===== src/wapm_pkg.sv =====
// ----------------------------------------------------------------------------
// wapm_pkg: shared types and codes for the power mode controller
// Event opcodes, power mode codes, register indexes and bundled structs.
// ----------------------------------------------------------------------------
package wapm_pkg;

  localparam int unsigned TimeW = 32;
  localparam int unsigned OpW   = 3;
  localparam int unsigned ModeW = 3;
  localparam int unsigned CfgIdxW = 2;

  // event opcodes
  localparam logic [OpW-1:0] OP_UPDATE = 3'd0;
  localparam logic [OpW-1:0] OP_START  = 3'd1;
  localparam logic [OpW-1:0] OP_BUTTON = 3'd2;
  localparam logic [OpW-1:0] OP_TIMER  = 3'd3;
  localparam logic [OpW-1:0] OP_OTHER  = 3'd4;

  // power modes
  localparam logic [ModeW-1:0] M_ACTIVE = 3'd0;
  localparam logic [ModeW-1:0] M_WCHECK = 3'd1;
  localparam logic [ModeW-1:0] M_TRANS  = 3'd2;
  localparam logic [ModeW-1:0] M_LIGHT  = 3'd3;
  localparam logic [ModeW-1:0] M_DEEP   = 3'd4;

  // register indexes
  localparam logic [CfgIdxW-1:0] REG_GRACE   = 2'd0;
  localparam logic [CfgIdxW-1:0] REG_REMOVAL = 2'd1;
  localparam logic [CfgIdxW-1:0] REG_IDLE    = 2'd2;

  localparam logic [TimeW-1:0] GRACE_RST   = 32'd10000;
  localparam logic [TimeW-1:0] REMOVAL_RST = 32'd60000;
  localparam logic [TimeW-1:0] IDLE_RST    = 32'd300000;

  typedef struct packed {
    logic [OpW-1:0]   opcode;
    logic [TimeW-1:0] now_ms;
    logic             radio_connected;
    logic             worn;
    logic             motion_detected;
  } item_t;

  typedef struct packed {
    logic [ModeW-1:0] power_mode;
    logic             dim_sensors;
    logic             restore_sensors;
    logic             radio_stop;
    logic             radio_start;
    logic             wear_check_request;
    logic             light_sleep_request;
    logic             deep_sleep_request;
  } res_t;

  typedef struct packed {
    logic [TimeW-1:0] grace_period_ms;
    logic [TimeW-1:0] removal_timeout_ms;
    logic [TimeW-1:0] idle_timeout_ms;
  } cfg_t;

endpackage


===== src/wapm_cfg_regs.sv =====
// ----------------------------------------------------------------------------
// wapm_cfg_regs: timeout register file
// Holds grace, removal and idle timeouts; writes to unused indexes are dropped.
// ----------------------------------------------------------------------------
module wapm_cfg_regs (
  input  logic                          clk,
  input  logic                          rst_n,
  input  logic                          wr_en,
  input  logic [wapm_pkg::CfgIdxW-1:0]  wr_index,
  input  logic [wapm_pkg::TimeW-1:0]    wr_data,
  output wapm_pkg::cfg_t                cfg
);
  import wapm_pkg::*;

  cfg_t cfg_r;

  always_ff @(posedge clk) begin
    if (!rst_n) begin
      cfg_r.grace_period_ms    <= GRACE_RST;
      cfg_r.removal_timeout_ms <= REMOVAL_RST;
      cfg_r.idle_timeout_ms    <= IDLE_RST;
    end else if (wr_en) begin
      unique case (wr_index)
        REG_GRACE:   cfg_r.grace_period_ms    <= wr_data;
        REG_REMOVAL: cfg_r.removal_timeout_ms <= wr_data;
        REG_IDLE:    cfg_r.idle_timeout_ms    <= wr_data;
        default:     ;
      endcase
    end
  end

  assign cfg = cfg_r;

endmodule


===== src/wapm_mode_core.sv =====
// ----------------------------------------------------------------------------
// wapm_mode_core: power mode state and event transition logic
// Evaluates one registered event against mode and stamps; commits on advance.
// ----------------------------------------------------------------------------
module wapm_mode_core (
  input  logic             clk,
  input  logic             rst_n,
  input  logic             adv,
  input  wapm_pkg::item_t  item,
  input  wapm_pkg::cfg_t   cfg,
  output wapm_pkg::res_t   res
);
  import wapm_pkg::*;

  logic [ModeW-1:0] mode_r, mode_nxt;
  logic [TimeW-1:0] start_r, start_nxt;
  logic [TimeW-1:0] removal_r, removal_nxt;
  logic [TimeW-1:0] activity_r, activity_nxt;

  logic [TimeW-1:0] since_start, since_removal, since_activity;
  logic             in_grace, idle, removal_due;

  assign since_start    = item.now_ms - start_r;
  assign since_removal  = item.now_ms - removal_r;
  assign since_activity = item.now_ms - activity_r;
  assign in_grace    = since_start < cfg.grace_period_ms;
  assign removal_due = since_removal >= cfg.removal_timeout_ms;
  assign idle        = !item.radio_connected && (since_activity > cfg.idle_timeout_ms);

  always_comb begin
    mode_nxt     = mode_r;
    start_nxt    = start_r;
    removal_nxt  = removal_r;
    activity_nxt = activity_r;
    res          = '0;
    unique case (item.opcode)
      OP_UPDATE: begin
        if (!in_grace) begin
          unique case (mode_r)
            M_ACTIVE: begin
              if (!item.worn) begin
                removal_nxt = item.now_ms;
                mode_nxt    = M_WCHECK;
              end
            end
            M_WCHECK: begin
              if (item.worn) mode_nxt = M_ACTIVE;
              else if (removal_due) mode_nxt = M_TRANS;
            end
            M_TRANS: begin
              if (item.worn || item.motion_detected) begin
                mode_nxt = M_ACTIVE;
              end else begin
                mode_nxt                = M_LIGHT;
                res.dim_sensors         = 1'b1;
                res.radio_stop          = 1'b1;
                res.light_sleep_request = 1'b1;
              end
            end
            M_LIGHT: mode_nxt = M_ACTIVE;
            default: begin
              // deep sleep holds; request repeats while idle
              if (idle) res.deep_sleep_request = 1'b1;
            end
          endcase
          if (mode_nxt == M_ACTIVE && idle) begin
            mode_nxt               = M_DEEP;
            res.deep_sleep_request = 1'b1;
          end
        end
      end
      OP_START: begin
        start_nxt    = item.now_ms;
        activity_nxt = item.now_ms;
        mode_nxt     = M_ACTIVE;
      end
      OP_BUTTON: begin
        res.restore_sensors = 1'b1;
        res.radio_start     = 1'b1;
        mode_nxt            = M_ACTIVE;
        activity_nxt        = item.now_ms;
      end
      OP_TIMER: begin
        if (mode_r == M_LIGHT) begin
          res.wear_check_request = 1'b1;
          if (item.motion_detected) begin
            res.restore_sensors = 1'b1;
            res.radio_start     = 1'b1;
            mode_nxt            = M_ACTIVE;
            activity_nxt        = item.now_ms;
          end else begin
            res.light_sleep_request = 1'b1;
          end
        end
      end
      OP_OTHER: begin
        if (mode_r == M_LIGHT) res.light_sleep_request = 1'b1;
      end
      default: ;
    endcase
    res.power_mode = mode_nxt;
  end

  always_ff @(posedge clk) begin
    if (!rst_n) begin
      mode_r     <= M_ACTIVE;
      start_r    <= '0;
      removal_r  <= '0;
      activity_r <= '0;
    end else if (adv) begin
      mode_r     <= mode_nxt;
      start_r    <= start_nxt;
      removal_r  <= removal_nxt;
      activity_r <= activity_nxt;
    end
  end

  a_dim_goes_light: assert property (@(posedge clk) disable iff (!rst_n)
    res.dim_sensors |-> (res.power_mode == M_LIGHT) && res.radio_stop
                        && res.light_sleep_request)
    else $error("dim pulse without light sleep entry");

  a_restore_active: assert property (@(posedge clk) disable iff (!rst_n)
    res.restore_sensors |-> (res.power_mode == M_ACTIVE) && res.radio_start)
    else $error("restore pulse outside wake to active");

  a_deep_mode: assert property (@(posedge clk) disable iff (!rst_n)
    res.deep_sleep_request |-> (res.power_mode == M_DEEP))
    else $error("deep sleep request outside deep sleep");

  a_start_active: assert property (@(posedge clk) disable iff (!rst_n)
    (adv && item.opcode == OP_START) |=> (mode_r == M_ACTIVE)
                                         && (start_r == activity_r))
    else $error("start event did not reset mode and stamps");

endmodule


===== src/wear_aware_power_mode_controller_unit.sv =====
// ----------------------------------------------------------------------------
// wear_aware_power_mode_controller_unit: wear-aware power mode controller
// Path: an accepted event is held in the input register, then in the result
//   register that drives out_*. Throughput: one event per cycle unless out_stall
//   holds the result register; the mode and stamp registers update in the
//   same cycle the result register loads, so back-to-back events chain.
// Reset (rst_n low, synchronous): mode active, stamps zero, timeouts at
//   their defaults, both pipeline registers empty.
// ----------------------------------------------------------------------------
module wear_aware_power_mode_controller_unit (
  input  logic                          clk,
  input  logic                          rst_n,
  // event channel
  input  logic                          in_valid,
  output logic                          in_stall,
  input  logic [wapm_pkg::OpW-1:0]      in_opcode,
  input  logic [wapm_pkg::TimeW-1:0]    in_now_ms,
  input  logic                          in_radio_connected,
  input  logic                          in_worn,
  input  logic                          in_motion_detected,
  // result channel
  output logic                          out_valid,
  input  logic                          out_stall,
  output logic [wapm_pkg::ModeW-1:0]    out_power_mode,
  output logic                          out_dim_sensors,
  output logic                          out_restore_sensors,
  output logic                          out_radio_stop,
  output logic                          out_radio_start,
  output logic                          out_wear_check_request,
  output logic                          out_light_sleep_request,
  output logic                          out_deep_sleep_request,
  // register write channel
  input  logic                          cfg_valid,
  output logic                          cfg_ready,
  input  logic [wapm_pkg::CfgIdxW-1:0]  cfg_index,
  input  logic [wapm_pkg::TimeW-1:0]    cfg_data
);
  import wapm_pkg::*;

  item_t item_r;
  logic  in_valid_r;
  res_t  res_r;
  logic  out_valid_r;

  res_t  res;
  cfg_t  cfg;
  logic  adv;
  logic  in_take;

  // Registers are always writable; writes must land only while idle, which the block itself does not enforce.
  assign cfg_ready = 1'b1;

  wapm_cfg_regs u_cfg (
    .clk      (clk),
    .rst_n    (rst_n),
    .wr_en    (cfg_valid && cfg_ready),
    .wr_index (cfg_index),
    .wr_data  (cfg_data),
    .cfg      (cfg)
  );

  // The held event moves into the result register whenever that register is
  // empty or being drained this cycle. The state commit rides the same strobe.
  assign adv      = in_valid_r && (!out_valid_r || !out_stall);
  assign in_stall = in_valid_r && !adv;
  assign in_take  = in_valid && !in_stall;

  wapm_mode_core u_core (
    .clk   (clk),
    .rst_n (rst_n),
    .adv   (adv),
    .item  (item_r),
    .cfg   (cfg),
    .res   (res)
  );

  // input register
  always_ff @(posedge clk) begin
    if (!rst_n) begin
      in_valid_r <= 1'b0;
    end else if (in_take) begin
      in_valid_r <= 1'b1;
    end else if (adv) begin
      in_valid_r <= 1'b0;
    end
  end

  always_ff @(posedge clk) begin
    if (in_take) begin
      item_r.opcode          <= in_opcode;
      item_r.now_ms          <= in_now_ms;
      item_r.radio_connected <= in_radio_connected;
      item_r.worn            <= in_worn;
      item_r.motion_detected <= in_motion_detected;
    end
  end

  // result register
  always_ff @(posedge clk) begin
    if (!rst_n) begin
      out_valid_r <= 1'b0;
    end else if (adv) begin
      out_valid_r <= 1'b1;
    end else if (!out_stall) begin
      out_valid_r <= 1'b0;
    end
  end

  always_ff @(posedge clk) begin
    if (adv) begin
      res_r <= res;
    end
  end

  assign out_valid               = out_valid_r;
  assign out_power_mode          = res_r.power_mode;
  assign out_dim_sensors         = res_r.dim_sensors;
  assign out_restore_sensors     = res_r.restore_sensors;
  assign out_radio_stop          = res_r.radio_stop;
  assign out_radio_start         = res_r.radio_start;
  assign out_wear_check_request  = res_r.wear_check_request;
  assign out_light_sleep_request = res_r.light_sleep_request;
  assign out_deep_sleep_request  = res_r.deep_sleep_request;

endmodule


===== config.mk =====
export PLATFORM = sky130hd
export DESIGN_NAME = wear_aware_power_mode_controller_unit
export DESIGN_NICKNAME = d
export VERILOG_FILES = /design/src/wapm_pkg.sv /design/src/wapm_cfg_regs.sv /design/src/wapm_mode_core.sv /design/src/wear_aware_power_mode_controller_unit.sv
export SDC_FILE = /design/constraint.sdc
export NUM_CORES = 1
export LEC_CHECK = 0
export ABC_AREA = 1
export BUFFER_PORTS_ARGS = -buffer_cell sky130_fd_sc_hd__buf_2
export CAP_MARGIN = 20
export CORE_AREA = 2 2 189 191
export CTS_CLUSTER_DIAMETER = 40
export CTS_CLUSTER_SIZE = 10
export DETAILED_ROUTE_END_ITERATION = 16
export DIE_AREA = 0 0 191 193
export PLACE_DENSITY_LB_ADDON = 0.1
export SYNTH_ARGS = -nofsm -noshare
export SYNTH_HDL_FRONTEND = slang
export SYNTH_SLANG_ARGS = --single-unit

===== constraint.sdc =====
create_clock -name clk -period 4.7 [get_ports clk]
set_input_delay 1.175 -clock clk [delete_from_list [all_inputs] [get_ports clk]]
set_output_delay 1.175 -clock clk [all_outputs]
set_load 0.01 [all_outputs]

======== After elaboration in Yosys (flattened, before gate mapping) ========
Cells that the tools add are included.
operators by class
  add/subtract/negate cells ............... 3
  magnitude comparators ................... 3
  eq/ne operators ......................... 12
  muxes and demuxes ....................... 33
  bitwise operators ....................... 3
  reductions and logical operators ........ 27
operators with widths
  cell                                            number
  subtractor 32 bit                               3
  2-to-1 mux 32 bit                               2
  one-hot mux 32 bit (2 select lines)             1
  greater-or-equal comparator 32 bit              1
  greater-than comparator 32 bit                  1
  less-than comparator 32 bit                     1
  2-to-1 mux 3 bit                                10
  2-to-1 mux 1 bit                                13
  == test 3 x 2 -> 1 bit (second input constant)  4
  one-hot mux 3 bit (4 select lines)              1
  logical NOT 3 bit                               3
  one-hot mux 3 bit (3 select lines)              1
  AND reduction 2 bit                             4
  == test 3 x 1 -> 1 bit (second input constant)  2
  logical AND 1 bit                               5
  logical NOT 1 bit                               5
  AND reduction 5 bit                             1
  2-to-1 mux 2 bit                                2
  != test 2 x 1 -> 1 bit (second input constant)  2
  one-hot mux 1 bit (2 select lines)              2
  AND reduction 4 bit                             1
  nonzero test 2 bit                              2
  OR reduction 2 bit                              2
  OR reduction 4 bit                              1
  8 further kinds                                 11
storage, ports and cells
  register bits after elaboration ......... 244
  output and inout bits ................... 13
  word-level logic and storage cells ...... 102

======== Logic depth before layout (Yosys ltp) ========
  depth after elaboration ................. 12
  gate-level depth with buffers ........... 29

======== By module ========
A second synthesis with hierarchy kept.
second synthesis, totals
  cell total of the unflattened synthesis .. 2297
  area total of the unflattened synthesis .. 16603.4 um^2
by module, submodules not included
  module                                 times used  cells each  area an instance (um^2)
  wapm_mode_core                         1           1652        11157.0
  wapm_cfg_regs                          1           582         3898.7
  wear_aware_power_mode_controller_unit  1           63          1547.7

======== Least setup slack after synthesis ========
No wires, ideal clock.
  path type ............................... input port to flip-flop
  from .................................... in out_stall
  to ...................................... reg item_r[0] in the netlist's numbering (enable)
  setup time .............................. 0.393 ns
  arrival time ............................ 2.236 ns
  required time ........................... 4.307 ns
  path slack .............................. 2.071 ns
  cell stages on the path ................. 5
  buffers on the path ..................... 0
  cell sequence ........................... nand2_1 -> nor2_1 -> inv_1 -> nand2_1 -> inv_1
between the ends
  longest elaborated chain between the ends .. 7
RTL lines
  item               line                                         text
  from (decl)        wear_aware_power_mode_controller_unit.sv:23  input logic out_stall,
  logical NOT 1 bit  -
  logical OR 1 bit   wear_aware_power_mode_controller_unit.sv:64  assign adv = in_valid_r && (!out_valid_r || !out_stall);
  logical AND 1 bit  wear_aware_power_mode_controller_unit.sv:64
  logical NOT 1 bit  wear_aware_power_mode_controller_unit.sv:65  assign in_stall = in_valid_r && !adv;
  logical AND 1 bit  wear_aware_power_mode_controller_unit.sv:65
  net in_stall       wear_aware_power_mode_controller_unit.sv:15  output logic in_stall,
  logical NOT 1 bit  wear_aware_power_mode_controller_unit.sv:66  assign in_take = in_valid && !in_stall;
  logical AND 1 bit  wear_aware_power_mode_controller_unit.sv:66
  net in_take        wear_aware_power_mode_controller_unit.sv:48  logic in_take;
  to (decl)          wear_aware_power_mode_controller_unit.sv:40  item_t item_r;
The timed path passes the listed nets, and every way through them passes these cells.
A chain may end at the register's enable or synchronous reset.

==> run_results.csv <==
group,metric,value,unit
global_routing,grt_max_degree,81,
synthesis,synth_edf_count,46,
global_routing,grt.busiest_layer,"met2",
route,firstDrtPassIters,6,
clock_tree,cts_sinks,243,
placement,gp_congestion,0.883,
pwr,p_leak,0.00778,uW
timing,final_hold_viol_count,0,
clock_tree,clk-insertion-delay-late,0.56,ns
final_layout,nets,2410,
clock_tree,cts-root-buf,"clkbuf_16",
min_path,hold-path-endpoint,"u_core.activity_r[9]",
min_path,hold_path_class,"flop to flop",
timing,tightest_slew,0.987,ns
min_path,min_from,"u_core.activity_r[9]",
synthesis,async_flop_share,0,
global_routing,overflow,0,
synthesis,avgSynthCellArea,7.60,um^2
clock_tree,cts_resized,0,
placement,place_inst,2555,
global_routing,grt_util_met3,0.0355,
clock_tree,cts_buffers,46,
route,vias,13700,
synthesis,yosysTopAreaCell,"dfxtp_1",
timing,grt_setup_unrepaired,"false",
timing,setup_ws,0.432,ns
placement,port_buffers,88,
synthesis,synth.top_cells.by_count,"inv_1, a21oi_1, nand2_1",
route,drtIter0Drc,994,
floorplanning,dieWidth,191,um
clock_tree,clockBufferDepth,3,
global_routing,grt_pass1_vias,12900,
critical_path,timing.rr.end,"u_core.removal_r[0]",
route,drc,0,
critical_path,r2r-start,"item_r[3]",
global_routing,antenna_found_initial,2,
global_routing,grt.met2_usage,0.363,
synthesis,synth-main-ff-cell,"dfxtp_1",
floorplanning,die_y,193,um
critical_path,arrival,4.76,ns
timing,max_freq,0.234,GHz
floorplanning,core-area,35000,um^2
floorplanning,dieArea,36900,um^2
flow_run,maxCapViolCount,0,
critical_path,reg2reg_depth,25,
pwr,peakVddDrop,264,uV
global_routing,grt_pass1_wl,69100,um
clock_tree,path_clk_slew,0.05,ns
floorplanning,rows,69,
route,ant_nets,0,
route,wl_per_cell,16.7,um
synthesis,netlist_area,15500,um^2
final_layout,area_growth,16.2,%
timing,finClkSkew,0.0107,ns
synthesis,ys_warn_count,0,
timing,setup_viol,0,
placement,pre_cts_ws,0.446,ns
timing,final.min_clock_period,4.27,ns
floorplanning,start_util,0.443,
synthesis,ys_types,48,
critical_path,cp_max_fo,32,
synthesis,syn_nets,2305,
synthesis,synthMostInstantiatedCell,"inv_1",
critical_path,reg2reg_slack,0.43,ns
final_layout,diodes,0,
timing,fin_setup_tns,0,ns
clock_tree,cts_tree,"built",
global_routing,grt_use_met1,0.361,
timing,finalCritPeriodShare,0.908,
status,status,"finished, final reports clean",
critical_path,worstPathRequired,5.19,ns
synthesis,yosys.area.top_type_share,0.255,
synthesis,ys_seq_elements,243,
timing,hold_ws,0.454,ns
clock_tree,cts_setup_buffers,0,
timing,maxSlewViolCount,0,
synthesis,yosysSeqAreaShare,0.344,
critical_path,worst_setup_path_end_kind,"flop",
floorplanning,ioPinCount,90,
critical_path,worstSetupStartpointType,"flop",
global_routing,track_usage,0.243,
timing,slew_headroom,0.341,
clock_tree,ctsHoldBuffers,0,
route,via_per_inst,5.20,
route,wirelength,44100,um
placement,hpwlAfterDp,34600,um
synthesis,synthCells,2037,
clock_tree,htree_levels,2,
critical_path,critPathKind,"flop to flop",
synthesis,ys_top_cells_by_area,"dfxtp_1, ha_1, a21oi_1",
pwr,p_per_area,377,nW/um^2
final_layout,drive_above_1_share,0.108,
final_layout,finalNonFillerCells,2638,
min_path,min_path_cells,2,
-- per-layer routing --
layer	share of wire	vias up
li1	-	7048
met1	0.50	6226
met2	0.41	380
met3	0.070	55
met4	0.021	0
met5	0	-
-- cell type report --
class / instances / area [um^2]
fillers: 3417 / 17000
multi-input cells: 1413 / 8690
clock buffers: 55 / 1280
repair buffers: 118 / 693
flip-flops and latches: 243 / 5330
inverters: 320 / 1200
clock inverters: 28 / 234
well taps: 461 / 577
-- per-stage QoR --
step           area (um^2)   util  total power [uW]
4_1_cts              18000  0.515              6840
5_1_grt              18000  0.515              7130
3_3_place_gp         16500  0.471              3600
3_5_place_dp         16500  0.471              3620
2_1_floorplan        15500      -              3240
6_report             18000  0.515              6780
-- placed cells by master, fill, tap and decap left out, drive strengths merged, types with 2 or more instances in the layout --
master	synthesis	final
inv	320	325
a21oi	308	308
o21ai	250	250
nand2	249	249
dfxtp	197	197
ha	188	188
nor2	158	158
buf	15	118
xor2	65	65
clkbuf	46	55
edfxtp	46	46
nand3	45	45
o211ai	28	28
nor3	27	27
xnor2	26	26
o21bai	11	11
clkinv	0	11
o21a	10	10
clkinvlp	0	10
nand4	9	9
a21o	9	9
nor4	8	8
a31oi	4	4
fa	3	3
a21boi	2	2
bufinv	0	2
or2	2	2
-- state kept, by name (all words and copies together), names as in the netlist, 3 cells and up --
| signal | count |
|---|---|
| u_cfg.cfg | 96 |
| u_core.mode_r | 3 |
| u_core.activity_r | 32 |
| out_power_mode | 3 |
| u_core.removal_r | 32 |
| u_core.start_r | 32 |
| item_r | 38 |
-- how the worst max path moves through the flow --
stage	from	end	slack (ns)	cells after the start
6_report	item_r[3]	u_core.removal_r[0]	0.43	25
5_1_grt	item_r[3]	u_core.mode_r[2]	0.06	28
4_1_cts	item_r[3]	u_core.removal_r[31]	0.43	25
3_5_place_dp	item_r[3]	u_core.removal_r[31]	0.45	25
3_3_place_gp	item_r[3]	u_core.removal_r[0]	0.51	25
2_1_floorplan	item_r[3]	u_core.removal_r[10]	1.12	25
-- cell families after synthesis --
family,synth area share
other,0.000242
AOI/OAI and AO/OA,0.217
adders and majority gates,0.156
and+or+nand+nor,0.136
DFF,0.344
buffers and inverters,0.0952
xor gates and xnor gates,0.0515
-- power breakdown --
group	internal, uW	total [uW]	switching, uW
Clock	2050	3190	1140
Combinational	496	1310	814
Sequential	2220	2280	61.0
Total	4770	6780	2010
-- critical path: stages, from the launching register on --
cell      delay (ns)
edfxtp_1        0.39
inv_1           0.16
ha_1            0.17
inv_1           0.05
fa_1            0.40
nand3_1         0.11
nand2_1         0.12
a21oi_2         0.35
o21ai_1         0.15
a21boi_1        0.23
o21ai_1         0.13
nand2_1         0.08
nand2_1         0.06
xor2_1          0.15
ha_1            0.28
nand2_1         0.06
nor2_2          0.09
nand4_1         0.12
nor3_2          0.12
nand2_1         0.10
nand2_4         0.15
nand2_4         0.07
nor3b_4         0.21
buf_12          0.21
o21ai_0         0.10
nor2_1          0.13
Power figures use the tool's default switching activity.
